$ cat config.mk
export PLATFORM = sky130hd
export DESIGN_NAME = write_pressure_admission_controller_core
export DESIGN_NICKNAME = d
export VERILOG_FILES = /design/src/wpac_pkg.sv /design/src/write_pressure_admission_controller_core.sv
export SDC_FILE = /design/constraint.sdc
export NUM_CORES = 2
export LEC_CHECK = 0
export ABC_AREA = 0
export BUFFER_PORTS_ARGS = -buffer_cell sky130_fd_sc_hd__buf_2
export CAP_MARGIN = 20
export CELL_PAD_IN_SITES_DETAIL_PLACEMENT = 1
export CELL_PAD_IN_SITES_GLOBAL_PLACEMENT = 2
export CORE_ASPECT_RATIO = 1.5
export CORE_MARGIN = 4
export CORE_UTILIZATION = 38
export CTS_BUF_LIST = sky130_fd_sc_hd__clkbuf_16
export DETAILED_ROUTE_END_ITERATION = 16
export PLACE_DENSITY_LB_ADDON = 0.25
export SLEW_MARGIN = 10
export SYNTH_ARGS = -nofsm -noshare
export SYNTH_HDL_FRONTEND = slang
export SYNTH_SLANG_ARGS = --single-unit
$ cat constraint.sdc
create_clock -name clk_i -period 15.7 [get_ports clk_i]
set_clock_uncertainty 0.05 [all_clocks]
set_input_delay 0 -clock clk_i [delete_from_list [all_inputs] [get_ports clk_i]]
set_output_delay 0 -clock clk_i [all_outputs]
set_load 0.01 [all_outputs]
$ cat src/wpac_pkg.sv
// Shared types, thresholds and helpers for the write pressure admission controller.
// No dependencies; used by write_pressure_admission_controller_core.
package wpac_pkg;

  typedef enum logic [1:0] {
    KIND_STAGE  = 2'd0,
    KIND_COMMIT = 2'd1,
    KIND_QUERY  = 2'd2,
    KIND_NONE   = 2'd3
  } kind_e;

  typedef enum logic [1:0] {
    LVL_NORMAL = 2'd0,
    LVL_SOFT   = 2'd1,
    LVL_HARD   = 2'd2
  } level_e;

  localparam int unsigned NumMetrics = 17;

  localparam logic [4:0] M_DISK_BYTES = 5'd0;
  localparam logic [4:0] M_DISK_PCT   = 5'd1;
  localparam logic [4:0] M_ARRIVAL    = 5'd2;
  localparam logic [4:0] M_INTERVAL   = 5'd3;
  localparam logic [4:0] M_ADMITTED   = 5'd4;
  localparam logic [4:0] M_COMPLETED  = 5'd5;
  localparam logic [4:0] M_DEBT       = 5'd6;
  localparam logic [4:0] M_FLUSH_PEND = 5'd7;
  localparam logic [4:0] M_WRITE_STOP = 5'd8;
  localparam logic [4:0] M_BG_ERROR   = 5'd9;
  localparam logic [4:0] M_L0         = 5'd10;
  localparam logic [4:0] M_PEND_COMP  = 5'd11;
  localparam logic [4:0] M_WAL        = 5'd12;
  localparam logic [4:0] M_IMM_COUNT  = 5'd13;
  localparam logic [4:0] M_BACKLOG    = 5'd14;
  localparam logic [4:0] M_IMM_PCT    = 5'd15;
  localparam logic [4:0] M_QDEPTH     = 5'd16;

  localparam logic [63:0] Gib           = 64'd1073741824;
  localparam logic [63:0] SoftPend      = 64'd8 * Gib;
  localparam logic [63:0] HardPend      = 64'd32 * Gib;
  localparam logic [63:0] SoftWal       = 64'd768 * 64'd1048576;
  localparam logic [63:0] HardWal       = Gib;
  localparam logic [63:0] HorizonUs     = 64'd5000000;
  localparam logic [63:0] DiskSoftBytes = 64'd10 * Gib;
  localparam logic [63:0] DiskHardBytes = 64'd4 * Gib;
  localparam logic [63:0] AllOnes       = '1;

  localparam logic [8:0]  CountReset = 9'd128;
  localparam logic [8:0]  CountMin   = 9'd64;
  localparam logic [8:0]  CountMax   = 9'd256;
  localparam logic [8:0]  CountStep  = 9'd64;
  localparam logic [21:0] BytesNormal = 22'd2097152;
  localparam logic [21:0] BytesSoft   = 22'd1048576;
  localparam logic [21:0] BytesHard   = 22'd524288;
  localparam logic [7:0]  WindowOpen  = 8'd200;
  localparam logic [7:0]  WindowShut  = 8'd0;

  // exponential average, alpha 1/8; an empty average takes the sample outright
  function automatic logic [63:0] avg_update(input logic [63:0] cur, input logic [63:0] s);
    logic [63:0] res;
    if (cur == 64'd0) begin
      res = s;
    end else begin
      res = cur - (cur >> 3) + (s >> 3);
    end
    return res;
  endfunction

  function automatic logic [63:0] sat_add(input logic [63:0] a, input logic [63:0] b);
    logic [64:0] sum;
    sum = {1'b0, a} + {1'b0, b};
    return sum[64] ? AllOnes : sum[63:0];
  endfunction

endpackage

$ cat src/write_pressure_admission_controller_core.sv
// Write pressure admission controller: metric staging, pressure level tracking
// and admission decisions. Depends on wpac_pkg.
//
// Usage:
//  - Input channel (in_valid_i / in_stall_o) carries one item per transfer:
//    a stage item writes one of seventeen staged metrics, a commit item
//    evaluates the staged sample, a query item asks for admission.
//  - Output channel (out_valid_o / out_stall_i) carries one result per commit
//    or query transfer; stage items and kind 3 give none.
//  - Timing: a transfer lands in an input register, is evaluated from there
//    once it may advance, and its result is loaded into the output register,
//    which drives out_valid_o.
//  - Throughput: one item per cycle unless stalled. Evaluation is a single pass of
//    logic between the input register and the result register; its longest
//    path is the average update feeding the debt projection and thresholds.
//  - Stall: while the output register holds a result and out_stall_i is high,
//    the item in the input register waits and in_stall_o goes high; an item
//    with no result waits too, keeping order simple.
//  - Reset: metrics, averages and counters clear, level is normal, targets are
//    128 items, 2 MiB and 200 us; both channels come up empty.
module write_pressure_admission_controller_core (
  input  logic        clk_i,
  input  logic        rst_ni,
  input  logic        in_valid_i,
  output logic        in_stall_o,
  input  logic [1:0]  kind_i,
  input  logic [4:0]  field_select_i,
  input  logic [63:0] field_value_i,
  input  logic [31:0] request_count_i,
  input  logic [31:0] request_bytes_i,
  input  logic [31:0] deadline_us_i,
  output logic        out_valid_o,
  input  logic        out_stall_i,
  output logic [1:0]  pressure_level_o,
  output logic        admit_o,
  output logic [8:0]  batch_count_o,
  output logic [21:0] batch_bytes_o,
  output logic [7:0]  window_us_o,
  output logic [63:0] projected_debt_o
);

  // ---------------------------------------------------------------- input register
  logic        in_valid_q;
  logic [1:0]  kind_q;
  logic [4:0]  sel_q;
  logic [63:0] value_q;
  logic [31:0] rc_q, rb_q, dl_q;
  logic        out_valid_q;

  logic advance;
  logic in_take;

  // the input register advances when the output register is free or draining
  assign advance    = in_valid_q && (!out_valid_q || !out_stall_i);
  assign in_stall_o = in_valid_q && !advance;
  assign in_take    = in_valid_i && !in_stall_o;

  logic stage_fire, commit_fire, query_fire;
  assign stage_fire  = advance && (kind_q == wpac_pkg::KIND_STAGE);
  assign commit_fire = advance && (kind_q == wpac_pkg::KIND_COMMIT);
  assign query_fire  = advance && (kind_q == wpac_pkg::KIND_QUERY);

  // ---------------------------------------------------------------- state
  logic [63:0]      m_q [wpac_pkg::NumMetrics];
  wpac_pkg::level_e level_q, level_d;
  logic [1:0]       rec_q, rec_d;
  logic [7:0]       dcount_q, dcount_d;
  logic [63:0]      dtime_q, dtime_d;
  logic [63:0]      adm_q, adm_d;
  logic [63:0]      bg_q, bg_d;
  logic [63:0]      debt_q, debt_d;
  logic [2:0]       busy_q, busy_d;
  logic [8:0]       count_q, count_d;
  logic [21:0]      bytes_q, bytes_d;
  logic [7:0]       window_q, window_d;

  // ---------------------------------------------------------------- commit evaluation
  logic        valid_ivl, disk_ok;
  logic [63:0] observed, gap, span;
  logic [66:0] gap5;
  logic        healthy, deficit;
  logic        disk_soft, disk_hard, disk_rec_soft, disk_rec_hard;
  logic        hard, soft_cond, busy;
  logic        hard_hold, soft_hold;
  logic [1:0]  rec_inc;
  logic [2:0]  busy_inc;
  logic [9:0]  count_up;

  always_comb begin
    valid_ivl = m_q[wpac_pkg::M_INTERVAL] != 64'd0;
    disk_ok   = m_q[wpac_pkg::M_DISK_BYTES] != wpac_pkg::AllOnes;

    adm_d = valid_ivl ? wpac_pkg::avg_update(adm_q, m_q[wpac_pkg::M_ADMITTED]) : adm_q;
    bg_d  = valid_ivl ? wpac_pkg::avg_update(bg_q, m_q[wpac_pkg::M_COMPLETED]) : bg_q;

    observed = (m_q[wpac_pkg::M_DEBT] > m_q[wpac_pkg::M_FLUSH_PEND]) ?
               m_q[wpac_pkg::M_DEBT] : m_q[wpac_pkg::M_FLUSH_PEND];

    // debt projected over a five second horizon, saturating
    gap  = adm_d - bg_d;
    gap5 = {3'b000, gap} + {1'b0, gap, 2'b00};
    span = (gap5[66:64] != 3'b000) ? wpac_pkg::AllOnes : gap5[63:0];
    debt_d = (adm_d <= bg_d) ? observed : wpac_pkg::sat_add(observed, span);

    healthy = !valid_ivl || (bg_d >= adm_d);
    deficit = valid_ivl && (adm_d > bg_d);

    if (deficit) begin
      dcount_d = (dcount_q == 8'hFF) ? dcount_q : dcount_q + 8'd1;
      dtime_d  = wpac_pkg::sat_add(dtime_q, m_q[wpac_pkg::M_INTERVAL]);
    end else begin
      dcount_d = 8'd0;
      dtime_d  = 64'd0;
    end

    disk_soft = disk_ok && (m_q[wpac_pkg::M_DISK_BYTES] < wpac_pkg::DiskSoftBytes ||
                            m_q[wpac_pkg::M_DISK_PCT] < 64'd10);
    disk_hard = disk_ok && (m_q[wpac_pkg::M_DISK_BYTES] < wpac_pkg::DiskHardBytes ||
                            m_q[wpac_pkg::M_DISK_PCT] < 64'd5);
    disk_rec_soft = !disk_ok || (m_q[wpac_pkg::M_DISK_BYTES] >= wpac_pkg::DiskSoftBytes &&
                                 m_q[wpac_pkg::M_DISK_PCT] >= 64'd10);
    disk_rec_hard = !disk_ok || (m_q[wpac_pkg::M_DISK_BYTES] >= wpac_pkg::DiskHardBytes &&
                                 m_q[wpac_pkg::M_DISK_PCT] >= 64'd5);

    hard = m_q[wpac_pkg::M_WRITE_STOP] != 64'd0 || m_q[wpac_pkg::M_BG_ERROR] != 64'd0 ||
           disk_hard || m_q[wpac_pkg::M_L0] >= 64'd24 ||
           m_q[wpac_pkg::M_PEND_COMP] >= wpac_pkg::HardPend ||
           m_q[wpac_pkg::M_WAL] >= wpac_pkg::HardWal ||
           m_q[wpac_pkg::M_IMM_COUNT] >= 64'd4 || m_q[wpac_pkg::M_BACKLOG] >= 64'd2 ||
           m_q[wpac_pkg::M_IMM_PCT] >= 64'd90 ||
           (dtime_d >= wpac_pkg::HorizonUs && observed >= wpac_pkg::SoftPend &&
            debt_d >= wpac_pkg::HardPend);
    soft_cond = disk_soft || m_q[wpac_pkg::M_L0] >= 64'd16 ||
                m_q[wpac_pkg::M_PEND_COMP] >= wpac_pkg::SoftPend ||
                m_q[wpac_pkg::M_WAL] >= wpac_pkg::SoftWal ||
                m_q[wpac_pkg::M_IMM_COUNT] >= 64'd2 || m_q[wpac_pkg::M_BACKLOG] >= 64'd1 ||
                m_q[wpac_pkg::M_IMM_PCT] >= 64'd75 ||
                (dcount_d >= 8'd3 && debt_d >= wpac_pkg::SoftPend);

    // hysteresis: conditions that keep the current level held
    hard_hold = hard || !healthy || !disk_rec_hard || m_q[wpac_pkg::M_L0] >= 64'd16 ||
                m_q[wpac_pkg::M_PEND_COMP] >= wpac_pkg::SoftPend ||
                m_q[wpac_pkg::M_WAL] >= wpac_pkg::SoftWal ||
                m_q[wpac_pkg::M_IMM_COUNT] >= 64'd2 || m_q[wpac_pkg::M_BACKLOG] >= 64'd1 ||
                m_q[wpac_pkg::M_IMM_PCT] >= 64'd70;
    soft_hold = soft_cond || !healthy || !disk_rec_soft || m_q[wpac_pkg::M_L0] > 64'd12 ||
                m_q[wpac_pkg::M_PEND_COMP] >= (wpac_pkg::SoftPend >> 1) ||
                m_q[wpac_pkg::M_WAL] >= wpac_pkg::SoftWal ||
                m_q[wpac_pkg::M_IMM_COUNT] != 64'd0 || m_q[wpac_pkg::M_BACKLOG] != 64'd0 ||
                m_q[wpac_pkg::M_IMM_PCT] != 64'd0;

    rec_inc = rec_q + 2'd1;
    level_d = level_q;
    rec_d   = rec_q;
    unique case (level_q)
      wpac_pkg::LVL_HARD: begin
        if (hard_hold) begin
          rec_d = 2'd0;
        end else if (rec_inc == 2'd3) begin
          level_d = soft_cond ? wpac_pkg::LVL_SOFT : wpac_pkg::LVL_NORMAL;
          rec_d   = 2'd0;
        end else begin
          rec_d = rec_inc;
        end
      end
      wpac_pkg::LVL_SOFT: begin
        if (hard) begin
          level_d = wpac_pkg::LVL_HARD;
          rec_d   = 2'd0;
        end else if (soft_hold) begin
          rec_d = 2'd0;
        end else if (rec_inc == 2'd3) begin
          level_d = wpac_pkg::LVL_NORMAL;
          rec_d   = 2'd0;
        end else begin
          rec_d = rec_inc;
        end
      end
      default: begin
        level_d = hard ? wpac_pkg::LVL_HARD :
                  (soft_cond ? wpac_pkg::LVL_SOFT : wpac_pkg::LVL_NORMAL);
        rec_d   = 2'd0;
      end
    endcase

    // batch targets follow the new level
    busy     = m_q[wpac_pkg::M_ARRIVAL] >= 64'd256 || m_q[wpac_pkg::M_QDEPTH] >= 64'd64;
    busy_inc = busy_q + 3'd1;
    count_up = {1'b0, count_q} + {1'b0, wpac_pkg::CountStep};
    count_d  = count_q;
    busy_d   = busy_q;
    if (level_d == wpac_pkg::LVL_NORMAL && busy) begin
      if (busy_inc >= 3'd4) begin
        count_d = (count_up > {1'b0, wpac_pkg::CountMax}) ? wpac_pkg::CountMax : count_up[8:0];
        busy_d  = 3'd0;
      end else begin
        busy_d = busy_inc;
      end
    end else begin
      busy_d = 3'd0;
      if (level_d == wpac_pkg::LVL_NORMAL) begin
        count_d = wpac_pkg::CountReset;
      end
    end

    unique case (level_d)
      wpac_pkg::LVL_SOFT: begin
        count_d  = wpac_pkg::CountMin;
        bytes_d  = wpac_pkg::BytesSoft;
        window_d = wpac_pkg::WindowOpen;
      end
      wpac_pkg::LVL_HARD: begin
        count_d  = wpac_pkg::CountMin;
        bytes_d  = wpac_pkg::BytesHard;
        window_d = wpac_pkg::WindowShut;
      end
      default: begin
        bytes_d  = wpac_pkg::BytesNormal;
        window_d = wpac_pkg::WindowOpen;
      end
    endcase
  end

  // ---------------------------------------------------------------- admission decision
  logic admit_q_d;
  always_comb begin
    admit_q_d = level_q != wpac_pkg::LVL_HARD;
    if (level_q == wpac_pkg::LVL_SOFT && dl_q == 32'd0 && rc_q != 32'd0) begin
      admit_q_d = 1'b0;
    end
    if (rc_q >= {23'd0, count_q} || rb_q >= {10'd0, bytes_q}) begin
      admit_q_d = 1'b0;
    end
  end

  // ---------------------------------------------------------------- registers
  logic [1:0]  lvl_o_q;
  logic        admit_o_q;
  logic [8:0]  cnt_o_q;
  logic [21:0] bytes_o_q;
  logic [7:0]  win_o_q;
  logic [63:0] debt_o_q;

  always_ff @(posedge clk_i or negedge rst_ni) begin
    if (!rst_ni) begin
      in_valid_q  <= 1'b0;
      out_valid_q <= 1'b0;
      for (int i = 0; i < wpac_pkg::NumMetrics; i++) begin
        m_q[i] <= 64'd0;
      end
      level_q  <= wpac_pkg::LVL_NORMAL;
      rec_q    <= 2'd0;
      dcount_q <= 8'd0;
      dtime_q  <= 64'd0;
      adm_q    <= 64'd0;
      bg_q     <= 64'd0;
      debt_q   <= 64'd0;
      busy_q   <= 3'd0;
      count_q  <= wpac_pkg::CountReset;
      bytes_q  <= wpac_pkg::BytesNormal;
      window_q <= wpac_pkg::WindowOpen;
    end else begin
      if (in_take) begin
        in_valid_q <= 1'b1;
      end else if (advance) begin
        in_valid_q <= 1'b0;
      end

      if (stage_fire && sel_q < 5'(wpac_pkg::NumMetrics)) begin
        m_q[sel_q] <= value_q;
      end

      if (commit_fire) begin
        level_q  <= level_d;
        rec_q    <= rec_d;
        dcount_q <= dcount_d;
        dtime_q  <= dtime_d;
        adm_q    <= adm_d;
        bg_q     <= bg_d;
        debt_q   <= debt_d;
        busy_q   <= busy_d;
        count_q  <= count_d;
        bytes_q  <= bytes_d;
        window_q <= window_d;
      end

      if (commit_fire || query_fire) begin
        out_valid_q <= 1'b1;
      end else if (!out_stall_i) begin
        out_valid_q <= 1'b0;
      end
    end
  end

  // payload registers, no reset
  always_ff @(posedge clk_i) begin
    if (in_take) begin
      kind_q  <= kind_i;
      sel_q   <= field_select_i;
      value_q <= field_value_i;
      rc_q    <= request_count_i;
      rb_q    <= request_bytes_i;
      dl_q    <= deadline_us_i;
    end
    if (commit_fire) begin
      lvl_o_q   <= level_d;
      admit_o_q <= 1'b0;
      cnt_o_q   <= count_d;
      bytes_o_q <= bytes_d;
      win_o_q   <= window_d;
      debt_o_q  <= debt_d;
    end else if (query_fire) begin
      lvl_o_q   <= level_q;
      admit_o_q <= admit_q_d;
      cnt_o_q   <= count_q;
      bytes_o_q <= bytes_q;
      win_o_q   <= window_q;
      debt_o_q  <= debt_q;
    end
  end

  assign out_valid_o      = out_valid_q;
  assign pressure_level_o = lvl_o_q;
  assign admit_o          = admit_o_q;
  assign batch_count_o    = cnt_o_q;
  assign batch_bytes_o    = bytes_o_q;
  assign window_us_o      = win_o_q;
  assign projected_debt_o = debt_o_q;

endmodule

==> impl_metrics.py <==
metrics = {
    "critical_path": {
        "slowest_delay_ps": 820,
        "r2r_end": "batch_count_o[8]",
        "crit_path_start_kind": "register",
        "cp_top_family": "compound AO/OA/AOI/OAI gates",
        "worstPathArrival_ps": 16140,
        "r2r_slack_ps": 90,
        "end_kind": "register",
        "endpoint": "batch_count_o[8]",
        "worstPathMaxFanout": 8,
        "crit_type": "reg2reg",
        "cp-startpoint": "adm_q[4]",
        "path_buf_inv": 8,
        "r2r_cells": 68,
        "crit_slowest_cell": "a31oi_1",
        "crit_cells": 68,
        "required_ps": 16230,
        "r2r-start": "adm_q[4]",
    },
    "logic_synthesis": {
        "synthArstFlopShare_pct": 84.71,
        "synth_top_family_by_area": "multiplexers",
        "synth_area_sq_um": 92620,
        "syn_inst": 8758,
        "synth_compound_area_share_pct": 12.76,
        "ys_seq_area_share_pct": 44.96,
        "yosys.area_share.adder_pct": 9.051,
        "synthSimpleGateAreaFrac_pct": 11.25,
        "synthMuxAreaShare_pct": 14.40,
        "syn_area_per_cell_sq_um": 10.58,
        "yosys_warnings": 0,
        "netlist-cell-type-count": 117,
        "synthFlopType": "dfrtp_1",
        "synth-seq-cells": 1615,
        "synth_enable_flop_cells": 246,
        "synthXorXnorAreaFrac_pct": 3.062,
    },
    "grt": {
        "grt_overflow_total": 0,
        "grt_pass1_vias": 82410,
        "antenna_found_initial": 49,
        "grt_start_max_net_pins": 192,
        "grt_usage_pct": 28.73,
        "grt_pass1_wl_um": 539300,
    },
    "placement": {
        "place_congestion": 0.9129,
        "dp_hpwl_um": 253600,
        "dpl_worst_slack_ps": -1412,
        "dpl-instance-area_sq_um": 103200,
        "numPortBuffers": 254,
    },
    "sta": {
        "max_slew_margin_pct": 27.53,
        "fin_ws_ps": 87.99,
        "fin_tns_setup_ps": 0,
        "rsz0062_at_grt": "true",
        "worst_pin_slew_ps": 1076,
        "setup_viol_count_final": 0,
        "period_needed_ps": 15610,
        "hold_violations": 0,
        "fmax_mhz": 64.05,
        "post-route-period-util_pct": 99.44,
        "slew_viol_final": 0,
    },
    "cts": {
        "cts_sinks": 1615,
        "max-clock-path-buffers": 4,
        "clk_pin_slew_ps": 70,
        "cts-root-buf": "clkbuf_16",
        "h-tree-depth": 4,
        "cts_tree": "done",
        "cts_buffers": 175,
        "insertion_delay_ps": 860,
    },
    "route": {
        "viasPerCell": 5.604,
        "wire_per_inst_um": 27.38,
        "drc": 0,
        "totalWireLength_um": 368700,
        "vias": 75480,
        "firstDrtPassIters": 5,
        "ant_nets": 0,
        "drt_iter0_markers": 4457,
    },
    "finish": {
        "final_common_cell": "dfrtp_1",
        "design_area_sq_um": 113700,
        "fin_util_pct": 46.94,
        "drive_gt1_share_pct": 27.74,
        "area_growth_pct": 22.75,
        "final_cell_mix": "dfrtp_1 (1365), mux2_2 (1161), buf_4 (899), inv_1 (681), nand2_1 (663)",
        "n_fill_cell": 26530,
        "nets": 10820,
    },
    "die": {
        "dieArea_sq_um": 251900,
        "row_count": 221,
        "start_util_pct": 38.24,
        "boundaryPins": 279,
        "fp.dieW_um": 411.1,
        "chipHeight_um": 612.7,
        "core_region_area_sq_um": 242200,
    },
    "hold_path": {
        "hold_class": "in2reg",
    },
    "run_status": {
        "outcome": "finished, final reports clean",
    },
    "run": {
        "cap_viol_max_count": 0,
    },
}
worst min path at each step:
stage,startpoint,cells past startpoint,slack (ps),endpoint
finish,in_valid_i,3,160,dl_q[14]
global route,in_valid_i,3,180,dl_q[14]
CTS,in_valid_i,3,110,dl_q[29]
detailed placement,rst_ni,1,50,dtime_q[42]
global placement,rst_ni,1,50,dtime_q[42]
floorplan,rst_ni,0,-350,adm_q[0]
layer usage:
layer / vias up / part of all wire, % / global-route usage, %
met5: - / 0.0035 / 0
met2: 1710 / 52 / 53.10
met3: 760 / 3.5 / 2.904
met4: 2 / 7.6 / 18.60
met1: 38900 / 36 / 31.05
li1: 34110 / - / -
cell usage after synthesis (14+ instances only):
cell type | instances | share of area [%]
nand2b_1 | 70 | 0.47
and2_1 | 53 | 0.36
o211ai_1 | 80 | 0.65
a21o_1 | 232 | 1.9
nand2_1 | 679 | 2.8
nor2b_1 | 43 | 0.29
dfrtp_1 | 1365 | 37
and3_1 | 62 | 0.42
a211o_1 | 14 | 0.13
nand4_1 | 145 | 0.98
fa_1 | 126 | 2.7
nor2_1 | 357 | 1.4
a21oi_1 | 484 | 2.6
and4_1 | 18 | 0.17
or4_1 | 18 | 0.15
o21bai_1 | 66 | 0.53
ha_1 | 466 | 6.3
a21boi_0 | 19 | 0.15
xor2_1 | 123 | 1.2
o21ai_0 | 512 | 2.8
nand3_1 | 131 | 0.71
a211oi_1 | 55 | 0.45
o21a_1 | 52 | 0.42
o22ai_1 | 14 | 0.095
edfxtp_1 | 246 | 8.0
or3_1 | 32 | 0.22
a221oi_1 | 19 | 0.18
nor3_1 | 101 | 0.55
xnor2_1 | 199 | 1.9
clkbuf_1 | 360 | 1.5
mux2_2 | 1161 | 14
inv_1 | 662 | 2.7
a31oi_1 | 86 | 0.58
or2_2 | 25 | 0.17
mux2i_1 | 25 | 0.27
buf_4 | 26 | 0.21
nor4_1 | 275 | 1.9
o31ai_1 | 42 | 0.34
o21ai_1 | 23 | 0.12
worst register-to-register path: cells and delay by family, from the launching register on:
family / cells / cell delay [ps]
compound gates: 33 / 7830
simple gates: 17 / 3630
fa+ha+maj: 7 / 2120
buf+inv: 8 / 990
flops: 1 / 380
xor+xnor: 3 / 350
metrics by stage:
step / hold slack [ps] / instances
2_1_floorplan: -345.6 / 8781
3_3_place_gp: 49.72 / 12730
3_5_place_dp: 54.88 / 12730
4_1_cts: 114.6 / 13410
5_1_grt: 182.7 / 13440
6_report: 164.5 / 13470
logic make-up after synthesis:
logic type	count (synthesis)
simple gates	2087
compound gates	1874
flops	1615
mux	1187
buf+inv	1076
fa+ha+maj	595
xor+xnor	323
other cells	1
final cells by class:
cell class	instances	area [sq um]	share of cell area, %
repair buffers	1512	11770	10.35
clock inverters	131	1296	1.140
clock buffers	181	4529	3.984
multi-input cells	6090	47810	42.05
diodes	42	105.1	0.09244
inverters	664	2500	2.199
flip-flops and latches	1615	41640	36.63
well taps	3233	4045	3.558
state kept, by name, indices dropped and copies added, names as in the netlist, 64 cells and up:
name and cells:
dtime_q 64, projected_debt_o 64, adm_q 64, m_q 1082, value_q 64, bg_q 64, debt_q 64
repair_timing:
| item | 4_1_cts | 5_1_grt |
|---|---|---|
| hold endpoints to repair | 435 | 0 |
| hold buffers | 342 | 0 |
| gates cloned | 0 | 0 |
| pin swaps | 35 | 110 |
| buffers inserted | 26 | 19 |
| resized for setup | 70 | 108 |
| setup endpoints to repair | 34 | 34 |
Power is not shown: default switching activity piles up to over one toggle a cycle in this logic, so the estimate is an artifact.
